### config.mk
export PLATFORM = sky130hd
export DESIGN_NAME = binomial_pipeline_schedule
export DESIGN_NICKNAME = d
export VERILOG_FILES = /design/src/rtl/core/bps_pkg.sv /design/src/rtl/core/bps_front.sv /design/src/rtl/core/bps_fifo.sv /design/src/rtl/core/bps_back.sv /design/src/rtl/core/binomial_pipeline_schedule.sv
export VERILOG_INCLUDE_DIRS = /design/src /design/src/rtl/core
export SDC_FILE = /design/constraint.sdc
export NUM_CORES = 1
export LEC_CHECK = 0
export BUFFER_PORTS_ARGS = -buffer_cell sky130_fd_sc_hd__buf_2
export CAP_MARGIN = 20
export CORE_MARGIN = 3
export CORE_UTILIZATION = 55
export CTS_CLUSTER_DIAMETER = 150
export DETAILED_ROUTE_END_ITERATION = 7
export GPL_TIMING_DRIVEN = 0
export PLACE_DENSITY = 0.72
export RECOVER_POWER = 100
export SYNTH_ARGS = -nofsm -noshare
export SYNTH_HDL_FRONTEND = slang
export SYNTH_SLANG_ARGS = --single-unit
### constraint.sdc
create_clock -name clk_i -period 11.25 [get_ports clk_i]
set_input_delay 1.125 -clock clk_i [delete_from_list [all_inputs] [get_ports clk_i]]
set_output_delay 1.125 -clock clk_i [all_outputs]
set_load 0.005 [all_outputs]
### src/rtl/core/assert_macros.svh
// Assertion helpers shared by the RTL.
`ifndef ASSERT_MACROS_SVH
`define ASSERT_MACROS_SVH

// Checked on every rising edge while reset is released.
`define BPS_ASSERT(name, clk, rst_n, prop) \
  name: assert property (@(posedge clk) disable iff (!rst_n) (prop)) \
    else $error("bps assertion failed");

// Checked on every rising edge, also during reset.
`define BPS_ASSERT_ALWAYS(name, clk, prop) \
  name: assert property (@(posedge clk) (prop)) \
    else $error("bps assertion failed");

`endif

### src/rtl/core/bps_pkg.sv
package bps_pkg;

  localparam int RankBits    = 15;
  localparam int StepBits    = 17;
  localparam int BlockBits   = 16;
  localparam int LogBits     = 4;
  localparam int CfgIdxBits  = 1;
  localparam int CfgDataBits = 16;

  // Reciprocal multiply for step mod L: q = (step * ceil(2^22 / L)) >> 22 is exact
  // for every 17-bit step and L up to 15.
  localparam int RecipShift = 22;
  localparam int RecipBits  = 23;
  localparam int ProdBits   = StepBits + RecipBits;

  localparam int FifoDepth   = 4;
  localparam int FifoPtrBits = 2;
  localparam int FifoCntBits = 3;

  typedef enum logic [CfgIdxBits-1:0] {
    CfgLog2Members = 1'b0,
    CfgBlockCount  = 1'b1
  } bps_cfg_e;

  typedef struct packed {
    logic                req_type;
    logic [RankBits-1:0] rank;
    logic [StepBits-1:0] step;
    logic [LogBits-1:0]  si;
    logic                past_end;
    logic                early;
  } bps_item_t;

  function automatic logic [RecipBits-1:0] recip(input logic [LogBits-1:0] l);
    logic [RecipBits-1:0] m;
    case (l)
      4'd2:    m = 23'd2097152;
      4'd3:    m = 23'd1398102;
      4'd4:    m = 23'd1048576;
      4'd5:    m = 23'd838861;
      4'd6:    m = 23'd699051;
      4'd7:    m = 23'd599187;
      4'd8:    m = 23'd524288;
      4'd9:    m = 23'd466034;
      4'd10:   m = 23'd419431;
      4'd11:   m = 23'd381301;
      4'd12:   m = 23'd349526;
      4'd13:   m = 23'd322639;
      4'd14:   m = 23'd299594;
      4'd15:   m = 23'd279621;
      default: m = 23'd4194304;
    endcase
    return m;
  endfunction

endpackage

### src/rtl/core/bps_front.sv
module bps_front (
  input  logic                          clk_i,
  input  logic                          rst_ni,
  input  logic                          accept_i,
  input  logic                          req_type_i,
  input  logic [bps_pkg::RankBits-1:0]  rank_i,
  input  logic [bps_pkg::StepBits-1:0]  step_i,
  input  logic [bps_pkg::LogBits-1:0]   log2_i,
  input  logic [bps_pkg::StepBits-1:0]  total_i,
  output logic [1:0]                    inflight_o,
  output logic                          push_o,
  output bps_pkg::bps_item_t            item_o
);

  logic                          s1_v_q, s2_v_q;
  logic                          s1_req_q, s2_req_q;
  logic [bps_pkg::RankBits-1:0]  s1_rank_q, s2_rank_q;
  logic [bps_pkg::StepBits-1:0]  s1_step_q, s2_step_q;
  logic [bps_pkg::ProdBits-1:0]  s1_prod_d, s1_prod_q;
  logic [bps_pkg::StepBits-1:0]  quot;
  logic [bps_pkg::StepBits+bps_pkg::LogBits-1:0] ql_full;
  logic [bps_pkg::StepBits-1:0]  s2_ql_q;
  logic [bps_pkg::StepBits-1:0]  rem_full;

  assign s1_prod_d = bps_pkg::ProdBits'(step_i) * bps_pkg::ProdBits'(bps_pkg::recip(log2_i));
  assign quot      = s1_prod_q[bps_pkg::RecipShift +: bps_pkg::StepBits];
  assign ql_full   = quot * log2_i;

  always_ff @(posedge clk_i or negedge rst_ni) begin
    if (!rst_ni) begin
      s1_v_q <= 1'b0;
      s2_v_q <= 1'b0;
    end else begin
      s1_v_q <= accept_i;
      s2_v_q <= s1_v_q;
    end
  end

  always_ff @(posedge clk_i) begin
    s1_req_q  <= req_type_i;
    s1_rank_q <= rank_i;
    s1_step_q <= step_i;
    s1_prod_q <= s1_prod_d;
    s2_req_q  <= s1_req_q;
    s2_rank_q <= s1_rank_q;
    s2_step_q <= s1_step_q;
    s2_ql_q   <= ql_full[bps_pkg::StepBits-1:0];
  end

  assign rem_full   = s2_step_q - s2_ql_q;
  assign inflight_o = {1'b0, s1_v_q} + {1'b0, s2_v_q};
  assign push_o     = s2_v_q;

  always_comb begin
    item_o.req_type = s2_req_q;
    item_o.rank     = s2_rank_q;
    item_o.step     = s2_step_q;
    item_o.si       = rem_full[bps_pkg::LogBits-1:0];
    item_o.past_end = (s2_step_q >= total_i);
    item_o.early    = (s2_step_q < bps_pkg::StepBits'(log2_i));
  end

endmodule

### src/rtl/core/bps_fifo.sv
module bps_fifo (
  input  logic                             clk_i,
  input  logic                             rst_ni,
  input  logic                             push_i,
  input  bps_pkg::bps_item_t               item_i,
  input  logic                             pop_i,
  output logic                             valid_o,
  output bps_pkg::bps_item_t               item_o,
  output logic [bps_pkg::FifoCntBits-1:0]  count_o
);

  bps_pkg::bps_item_t                  mem_q [bps_pkg::FifoDepth];
  logic [bps_pkg::FifoPtrBits-1:0]     wr_ptr_q, wr_ptr_d;
  logic [bps_pkg::FifoPtrBits-1:0]     rd_ptr_q, rd_ptr_d;
  logic [bps_pkg::FifoCntBits-1:0]     count_q, count_d;

  always_comb begin
    wr_ptr_d = push_i ? wr_ptr_q + 1'b1 : wr_ptr_q;
    rd_ptr_d = pop_i ? rd_ptr_q + 1'b1 : rd_ptr_q;
    count_d  = count_q + bps_pkg::FifoCntBits'(push_i) - bps_pkg::FifoCntBits'(pop_i);
  end

  always_ff @(posedge clk_i or negedge rst_ni) begin
    if (!rst_ni) begin
      wr_ptr_q <= '0;
      rd_ptr_q <= '0;
      count_q  <= '0;
    end else begin
      wr_ptr_q <= wr_ptr_d;
      rd_ptr_q <= rd_ptr_d;
      count_q  <= count_d;
    end
  end

  always_ff @(posedge clk_i) begin
    if (push_i) begin
      mem_q[wr_ptr_q] <= item_i;
    end
  end

  assign valid_o = (count_q != '0);
  assign item_o  = mem_q[rd_ptr_q];
  assign count_o = count_q;

endmodule

### src/rtl/core/bps_back.sv
module bps_back (
  input  logic                           clk_i,
  input  logic                           rst_ni,
  input  logic                           in_valid_i,
  input  bps_pkg::bps_item_t             item_i,
  input  logic [bps_pkg::LogBits-1:0]    log2_i,
  input  logic [bps_pkg::BlockBits-1:0]  block_count_i,
  output logic                           valid_o,
  output logic                           transfer_valid_o,
  output logic [bps_pkg::RankBits-1:0]   peer_rank_o,
  output logic [bps_pkg::BlockBits-1:0]  block_index_o,
  output logic [bps_pkg::StepBits-1:0]   forged_index_o
);

  // Stage one: peer, receiver, rotated receiver and its first block.
  logic [bps_pkg::RankBits-1:0]   other, recv, lmask, rot;
  logic [2*bps_pkg::RankBits-1:0] dbl, shifted;
  logic [bps_pkg::LogBits-1:0]    fb;

  logic                           b1_v_q;
  logic [bps_pkg::RankBits-1:0]   b1_other_q, b1_rot_q;
  logic [bps_pkg::LogBits-1:0]    b1_fb_q;
  logic [bps_pkg::StepBits-1:0]   b1_step_q;
  logic                           b1_kill_q, b1_early_q;

  always_comb begin
    other   = item_i.rank ^ (bps_pkg::RankBits'(1) << item_i.si);
    recv    = item_i.req_type ? item_i.rank : other;
    dbl     = {{bps_pkg::RankBits{1'b0}}, recv} |
              ({{bps_pkg::RankBits{1'b0}}, recv} << log2_i);
    shifted = dbl >> item_i.si;
    // At L equal to the rank width the shift wraps to zero and the mask becomes all ones.
    lmask   = (bps_pkg::RankBits'(1) << log2_i) - 1'b1;
    rot     = shifted[bps_pkg::RankBits-1:0] & lmask;
    fb      = '0;
    for (int i = bps_pkg::RankBits - 1; i >= 0; i--) begin
      if (recv[i]) begin
        fb = bps_pkg::LogBits'(i);
      end
    end
  end

  // Stage two: start-up check and the raw block number.
  logic [bps_pkg::LogBits-1:0]    idx;
  logic [bps_pkg::StepBits:0]     sum;
  logic                           ok_d;
  logic [bps_pkg::StepBits-1:0]   raw_d;

  logic                           b2_v_q, b2_ok_q, b2_clamp_q;
  logic [bps_pkg::RankBits-1:0]   b2_other_q;
  logic [bps_pkg::StepBits-1:0]   b2_raw_q;
  logic [bps_pkg::LogBits-1:0]    b2_fb_q;

  always_comb begin
    idx = log2_i;
    for (int i = bps_pkg::RankBits - 1; i >= 1; i--) begin
      if (b1_rot_q[i]) begin
        idx = bps_pkg::LogBits'(i);
      end
    end
    if (!b1_rot_q[0]) begin
      sum = {1'b0, b1_step_q};
      ok_d = !b1_kill_q && !b1_early_q;
    end else begin
      sum = {1'b0, b1_step_q} + (bps_pkg::StepBits + 1)'(idx);
      ok_d = !b1_kill_q && (sum >= (bps_pkg::StepBits + 1)'(log2_i));
    end
    raw_d = bps_pkg::StepBits'(sum - (bps_pkg::StepBits + 1)'(log2_i));
  end

  // Stage three: clamp to the last block and pick the tag number.
  logic [bps_pkg::BlockBits-1:0]  last;
  logic [bps_pkg::StepBits-1:0]   blk, forged;

  always_comb begin
    last = (block_count_i != '0) ? block_count_i - 1'b1 : '0;
    if (b2_clamp_q) begin
      blk    = (b2_raw_q < {1'b0, last}) ? b2_raw_q : {1'b0, last};
      forged = (b2_raw_q != bps_pkg::StepBits'(b2_fb_q)) ? blk : b2_raw_q;
    end else begin
      blk    = b2_raw_q;
      forged = b2_raw_q;
    end
  end

  always_ff @(posedge clk_i or negedge rst_ni) begin
    if (!rst_ni) begin
      b1_v_q  <= 1'b0;
      b2_v_q  <= 1'b0;
      valid_o <= 1'b0;
    end else begin
      b1_v_q  <= in_valid_i;
      b2_v_q  <= b1_v_q;
      valid_o <= b2_v_q;
    end
  end

  always_ff @(posedge clk_i) begin
    b1_other_q <= other;
    b1_rot_q   <= rot;
    b1_fb_q    <= fb;
    b1_step_q  <= item_i.step;
    b1_kill_q  <= item_i.past_end || (recv == '0);
    b1_early_q <= item_i.early;

    b2_ok_q    <= ok_d;
    b2_clamp_q <= b1_rot_q[0];
    b2_other_q <= b1_other_q;
    b2_raw_q   <= raw_d;
    b2_fb_q    <= b1_fb_q;

    transfer_valid_o <= b2_ok_q;
    peer_rank_o      <= b2_ok_q ? b2_other_q : '0;
    block_index_o    <= b2_ok_q ? blk[bps_pkg::BlockBits-1:0] : '0;
    forged_index_o   <= b2_ok_q ? forged : '0;
  end

endmodule

### src/rtl/core/binomial_pipeline_schedule.sv
// Binomial pipeline multicast schedule query.
// A query beat is taken on a rising edge with start_i high and busy_o low. It carries
// req_type_i (0 outgoing, 1 incoming), rank_i and step_i. Every query yields exactly one
// result beat, shown for one cycle with valid_o high: transfer_valid_o, peer_rank_o,
// block_index_o and forged_index_o. Fields are zero when no transfer happens.
// One query can be taken every cycle; the front computes step mod L with a reciprocal
// multiply in two stages, a four-entry queue follows, and the back resolves the block
// numbers in three stages.
// busy_o rises only when the queue plus the front stages hold four beats; since the back
// drains the queue every cycle, that never happens and busy_o stays low.
// The receiver cannot stall; results are never held back.
// Configuration: cfg_we_i writes cfg_wdata_i to register cfg_idx_i (0 log2_members,
// 1 block_count) on that edge. Write only while no query is in flight.
// Reset clears the pipeline and queue and sets log2_members and block_count to one.
`include "assert_macros.svh"

module binomial_pipeline_schedule (
  input  logic                              clk_i,
  input  logic                              rst_ni,
  input  logic                              start_i,
  output logic                              busy_o,
  input  logic                              req_type_i,
  input  logic [bps_pkg::RankBits-1:0]      rank_i,
  input  logic [bps_pkg::StepBits-1:0]      step_i,
  input  logic                              cfg_we_i,
  input  logic [bps_pkg::CfgIdxBits-1:0]    cfg_idx_i,
  input  logic [bps_pkg::CfgDataBits-1:0]   cfg_wdata_i,
  output logic                              valid_o,
  output logic                              transfer_valid_o,
  output logic [bps_pkg::RankBits-1:0]      peer_rank_o,
  output logic [bps_pkg::BlockBits-1:0]     block_index_o,
  output logic [bps_pkg::StepBits-1:0]      forged_index_o
);

  logic [bps_pkg::LogBits-1:0]     log2_q;
  logic [bps_pkg::BlockBits-1:0]   block_count_q;
  logic [bps_pkg::LogBits-1:0]     log2_eff;
  logic [bps_pkg::StepBits-1:0]    total;

  always_ff @(posedge clk_i or negedge rst_ni) begin
    if (!rst_ni) begin
      log2_q        <= bps_pkg::LogBits'(1);
      block_count_q <= bps_pkg::BlockBits'(1);
    end else if (cfg_we_i) begin
      case (cfg_idx_i)
        bps_pkg::CfgLog2Members: log2_q        <= cfg_wdata_i[bps_pkg::LogBits-1:0];
        bps_pkg::CfgBlockCount:  block_count_q <= cfg_wdata_i[bps_pkg::BlockBits-1:0];
        default: ;
      endcase
    end
  end

  // A group size code of zero behaves as one.
  assign log2_eff = (log2_q == '0) ? bps_pkg::LogBits'(1) : log2_q;
  assign total    = {1'b0, block_count_q} + bps_pkg::StepBits'(log2_eff) - 1'b1;

  logic                              accept;
  logic [1:0]                        inflight;
  logic                              fifo_push, fifo_pop, fifo_valid;
  bps_pkg::bps_item_t                push_item, pop_item;
  logic [bps_pkg::FifoCntBits-1:0]   fifo_count;
  logic [bps_pkg::FifoCntBits-1:0]   reserved;

  assign reserved = fifo_count + bps_pkg::FifoCntBits'(inflight);
  assign busy_o   = (reserved >= bps_pkg::FifoCntBits'(bps_pkg::FifoDepth));
  assign accept   = start_i && !busy_o;
  assign fifo_pop = fifo_valid;

  bps_front u_front (
    .clk_i      (clk_i),
    .rst_ni     (rst_ni),
    .accept_i   (accept),
    .req_type_i (req_type_i),
    .rank_i     (rank_i),
    .step_i     (step_i),
    .log2_i     (log2_eff),
    .total_i    (total),
    .inflight_o (inflight),
    .push_o     (fifo_push),
    .item_o     (push_item)
  );

  bps_fifo u_fifo (
    .clk_i   (clk_i),
    .rst_ni  (rst_ni),
    .push_i  (fifo_push),
    .item_i  (push_item),
    .pop_i   (fifo_pop),
    .valid_o (fifo_valid),
    .item_o  (pop_item),
    .count_o (fifo_count)
  );

  bps_back u_back (
    .clk_i            (clk_i),
    .rst_ni           (rst_ni),
    .in_valid_i       (fifo_pop),
    .item_i           (pop_item),
    .log2_i           (log2_eff),
    .block_count_i    (block_count_q),
    .valid_o          (valid_o),
    .transfer_valid_o (transfer_valid_o),
    .peer_rank_o      (peer_rank_o),
    .block_index_o    (block_index_o),
    .forged_index_o   (forged_index_o)
  );

  `BPS_ASSERT(a_no_overflow, clk_i, rst_ni, (fifo_push && !fifo_pop) |-> (fifo_count < bps_pkg::FifoCntBits'(bps_pkg::FifoDepth)))
  `BPS_ASSERT(a_reserve_bound, clk_i, rst_ni, reserved <= bps_pkg::FifoCntBits'(bps_pkg::FifoDepth))
  `BPS_ASSERT(a_invalid_zero, clk_i, rst_ni, (valid_o && !transfer_valid_o) |-> (peer_rank_o == '0 && block_index_o == '0 && forged_index_o == '0))

endmodule

==> run metrics <==
Worst slew margin -0.358; Slew Viols, Final 143; Vias between 20,000 and 25,000; Layout Skew about 0.018 ns; WP depth 34; Worst-path clk slew about 0.070 ns; initial antenna violation count 3; number of flops mapped to enable cells by yosys around 160; first-pass GRT wire length ~130,000 um; count of cell types in the netlist 88; final hold viol count 0; Leak between 10 and 15 nW; routed len/inst ~24 um; largest net degree at the start of global routing 33; Port Buffers ~100; worst skew pair latency about 0.55 ns; final WL around 86,000 um; CTS tree yes; GR Overflow Total 0; Total Power roughly 11 mW; routed vias/inst 5.97; vias in the first global route approximately 22,000; FFs w/ async S/R, synth 0.0796; DRT iter0 DRCs 2,079; H-tree Lvls 2; Pre-Repair DR Iteration Count 6; pre-CTS setup slack 0.138 ns; Die Span Y 231 um; Max VDD drop around 0.55 mV; Main synth FF type dfxtp_1; crit path launch type flip-flop; clock buffer depth 3; Post-DRT Antenna Nets 0; Mapped Cells approximately 2,800; sequential cell area 9770 um2; critical path's top delay family adder cells; Nets around 3,400; minimum clock period around 11 ns; status finished, violations left; CTS Buf Count 36; Crit Path Max Fanout 10; Seq cells post-synth 402; Fill cells 4,140; Root Driver clkbuf_16; Synth Cell Area about 28,000 um2; post-CTS setup buffer count 0; Hold WC Path Type reg -> reg; Hold Path Depth 0; DRC 0; die area ~54,000 um2; Multi-input gate area between 15,000 and 20,000 um2; Tot GR Track Use 0.324; syn nets ~3,200; Setup violations, final 0; Worst EP required about 12 ns; worst setup margin between 0.4 and 0.5 ns; worst path bufs/invs 13; Crit Path Category reg -> reg; Initial Util 0.563; crit path capture type flip-flop; fmax approximately 92 MHz; Slew @ Worst Pin ~2.0 ns; IO Count roughly 110; core area 49,600 um2; PD cells 346 nW/um2; CP max stage cell fa_1; failing checks capacitance limit, slew limit; DP HPWL between 60,000 and 70,000 um; sequential area share after synthesis 0.350; R2R cell count 34; syn_area_per_cell a little over 10 um2; RSZ-0062 raised after global routing no; CP max stage delay roughly 0.63 ns; Core Util, Final 0.615; gpl congestion about 1; Area growth, synth to finish 9.15%; maxcap violations 6; final setup TNS 0 ns; fin crit share 0.961; share of cells above drive strength 1 0.0747; clock sink count ~400; yosys synthesis warning count 0; chip width between 200 and 250 um; # rows 81; Worst EP arrival around 11 ns
-- metrics by stage --
step / area (um2) / std cells / hold WS, ns
2_1_floorplan: 27900 / 2763 / 0.310
4_1_cts: 30600 / 3605 / 0.323
6_report: 30500 / 3612 / 0.323
3_5_place_dp: 29400 / 3539 / 0.312
5_1_grt: 30500 / 3609 / 0.330
3_3_place_gp: 29300 / 3531 / 0.310
-- where the power goes --
part	internal, mW	total [mW]	switching, mW
Combinational	2.73	7.15	4.42
Clock	0.691	1.22	0.534
Sequential	1.96	2.18	0.212
-- final cells by class --
type | instances | share of cell area
well taps | 664 | 0.0273
flip-flops and latches | 402 | 0.321
clock inverters | 12 | 0.00468
repair buffers | 115 | 0.0174
multi-input cells | 1836 | 0.530
diodes | 4 | 0.000328
plain buffers | 137 | 0.0171
inverters | 388 | 0.0478
clock buffers | 54 | 0.0348
-- sequential cells by signal, indices dropped and copies added, names as in the netlist, 15 cells and up --
register and count:
u_fifo.mem_q 156, u_back.b1_step_q 17, u_back.b2_raw_q 17, u_back.forged_index_o 17, u_front.s1_step_q 17, u_front.s2_step_q 17, block_count_q 16, u_back.block_index_o 16
u_back.b1_other_q 15, u_back.b1_rot_q 15, u_back.b2_other_q 15, u_back.peer_rank_o 15, u_front.s1_rank_q 15, u_front.s2_rank_q 15
-- repair_timing --
| action | CTS | global route |
|---|---|---|
| endpoints found under the setup margin | 0 | 4 |
| hold buffers | 0 | 0 |
| hold endpoints to repair | 0 | 0 |
| resized for setup | 0 | 8 |
-- Yosys cell counts, types with 11 or more instances --
library cell / number / area (um2)
a211oi_1: 24 / 180
a21o_1: 22 / 165
a21oi_1: 78 / 390
a31oi_1: 13 / 81.3
and2_1: 143 / 895
and3_1: 28 / 175
buf_1: 13 / 48.8
clkbuf_1: 114 / 428
dfrtp_1: 30 / 751
dfxtp_1: 214 / 4280
edfxtp_1: 156 / 4680
fa_1: 230 / 4600
ha_1: 156 / 1950
inv_1: 384 / 1440
mux2_2: 26 / 293
mux2i_1: 29 / 290
mux4_2: 45 / 1010
nand2_1: 271 / 1020
nand2b_1: 15 / 93.8
nand3_1: 32 / 160
nand4_1: 14 / 87.6
nor2_1: 142 / 533
nor2b_1: 15 / 93.8
nor3_1: 56 / 280
nor4_1: 19 / 119
o21a_1: 15 / 113
o21ai_0: 76 / 380
o21bai_1: 14 / 105
o22ai_1: 12 / 75.1
o31ai_1: 28 / 210
or3_1: 11 / 68.8
xnor2_1: 96 / 841
xor2_1: 38 / 333
-- placed cells by master (no fill, tap or decap), types with 25 or more instances in the layout --
cell	count
buf_2	66
dfxtp_1	214
clkbuf_16	37
xnor2_1	96
mux4_2	45
nand2_1	272
clkbuf_1	183
mux2i_1	29
a211oi_1	25
dfrtp_1	30
nor2_1	142
o21ai_0	77
edfxtp_1	156
a21oi_1	78
and3_1	28
ha_1	156
inv_1	384
nand3_1	32
and2_1	130
fa_1	230
xor2_1	38
o31ai_1	28
nor3_1	56
-- layer usage --
layer / GRT usage / share of wire
met1: 0.435 / 0.41
met2: 0.514 / 0.45
met4: 0.147 / 0.053
met3: 0.0585 / 0.087
met5: 0 / 0
-- worst reg2reg max path, delay by kind of cell (launching register included) --
family / cells / cell delay (ns)
AO/OA/AOI/OAI: 8 / 1.79
XOR/XNOR: 1 / 0.13
adder cells (fa/ha/maj): 8 / 3.70
buffers and inverters: 13 / 3.72
flip-flops: 1 / 0.32
AND/OR/NAND/NOR: 4 / 1.03
-- path summary, 6_finish.rpt --
kind | startpoint | slack [ns] | end
min in group asynchronous | rst_ni | 1.16 | u_fifo.count_o[2]
max in group asynchronous | rst_ni | 8.91 | block_count_q[1]
max reg2reg | log2_q[1] | 0.44 | u_front.s1_prod_q[25]
max | log2_q[1] | 0.44 | u_front.s1_prod_q[25]
min reg2reg | u_front.s1_step_q[1] | 0.32 | u_front.s2_step_q[1]
min | u_front.s1_step_q[1] | 0.32 | u_front.s2_step_q[1]
-- logic make-up (layout without fill, tap and decap cells) --
logic type / after synthesis / in the layout / synth area share
multiplexers: 100 / 100 / 0.0572
buffers and inverters: 525 / 706 / 0.0717
XOR/XNOR: 134 / 134 / 0.0420
AND/OR/NAND/NOR: 789 / 789 / 0.139
other: 0 / 4 / 0
AO/OA/AOI/OAI: 427 / 427 / 0.106
flip-flops: 402 / 402 / 0.350
adder cells (fa/ha/maj): 386 / 386 / 0.235
Power figures use the tool's default switching activity.
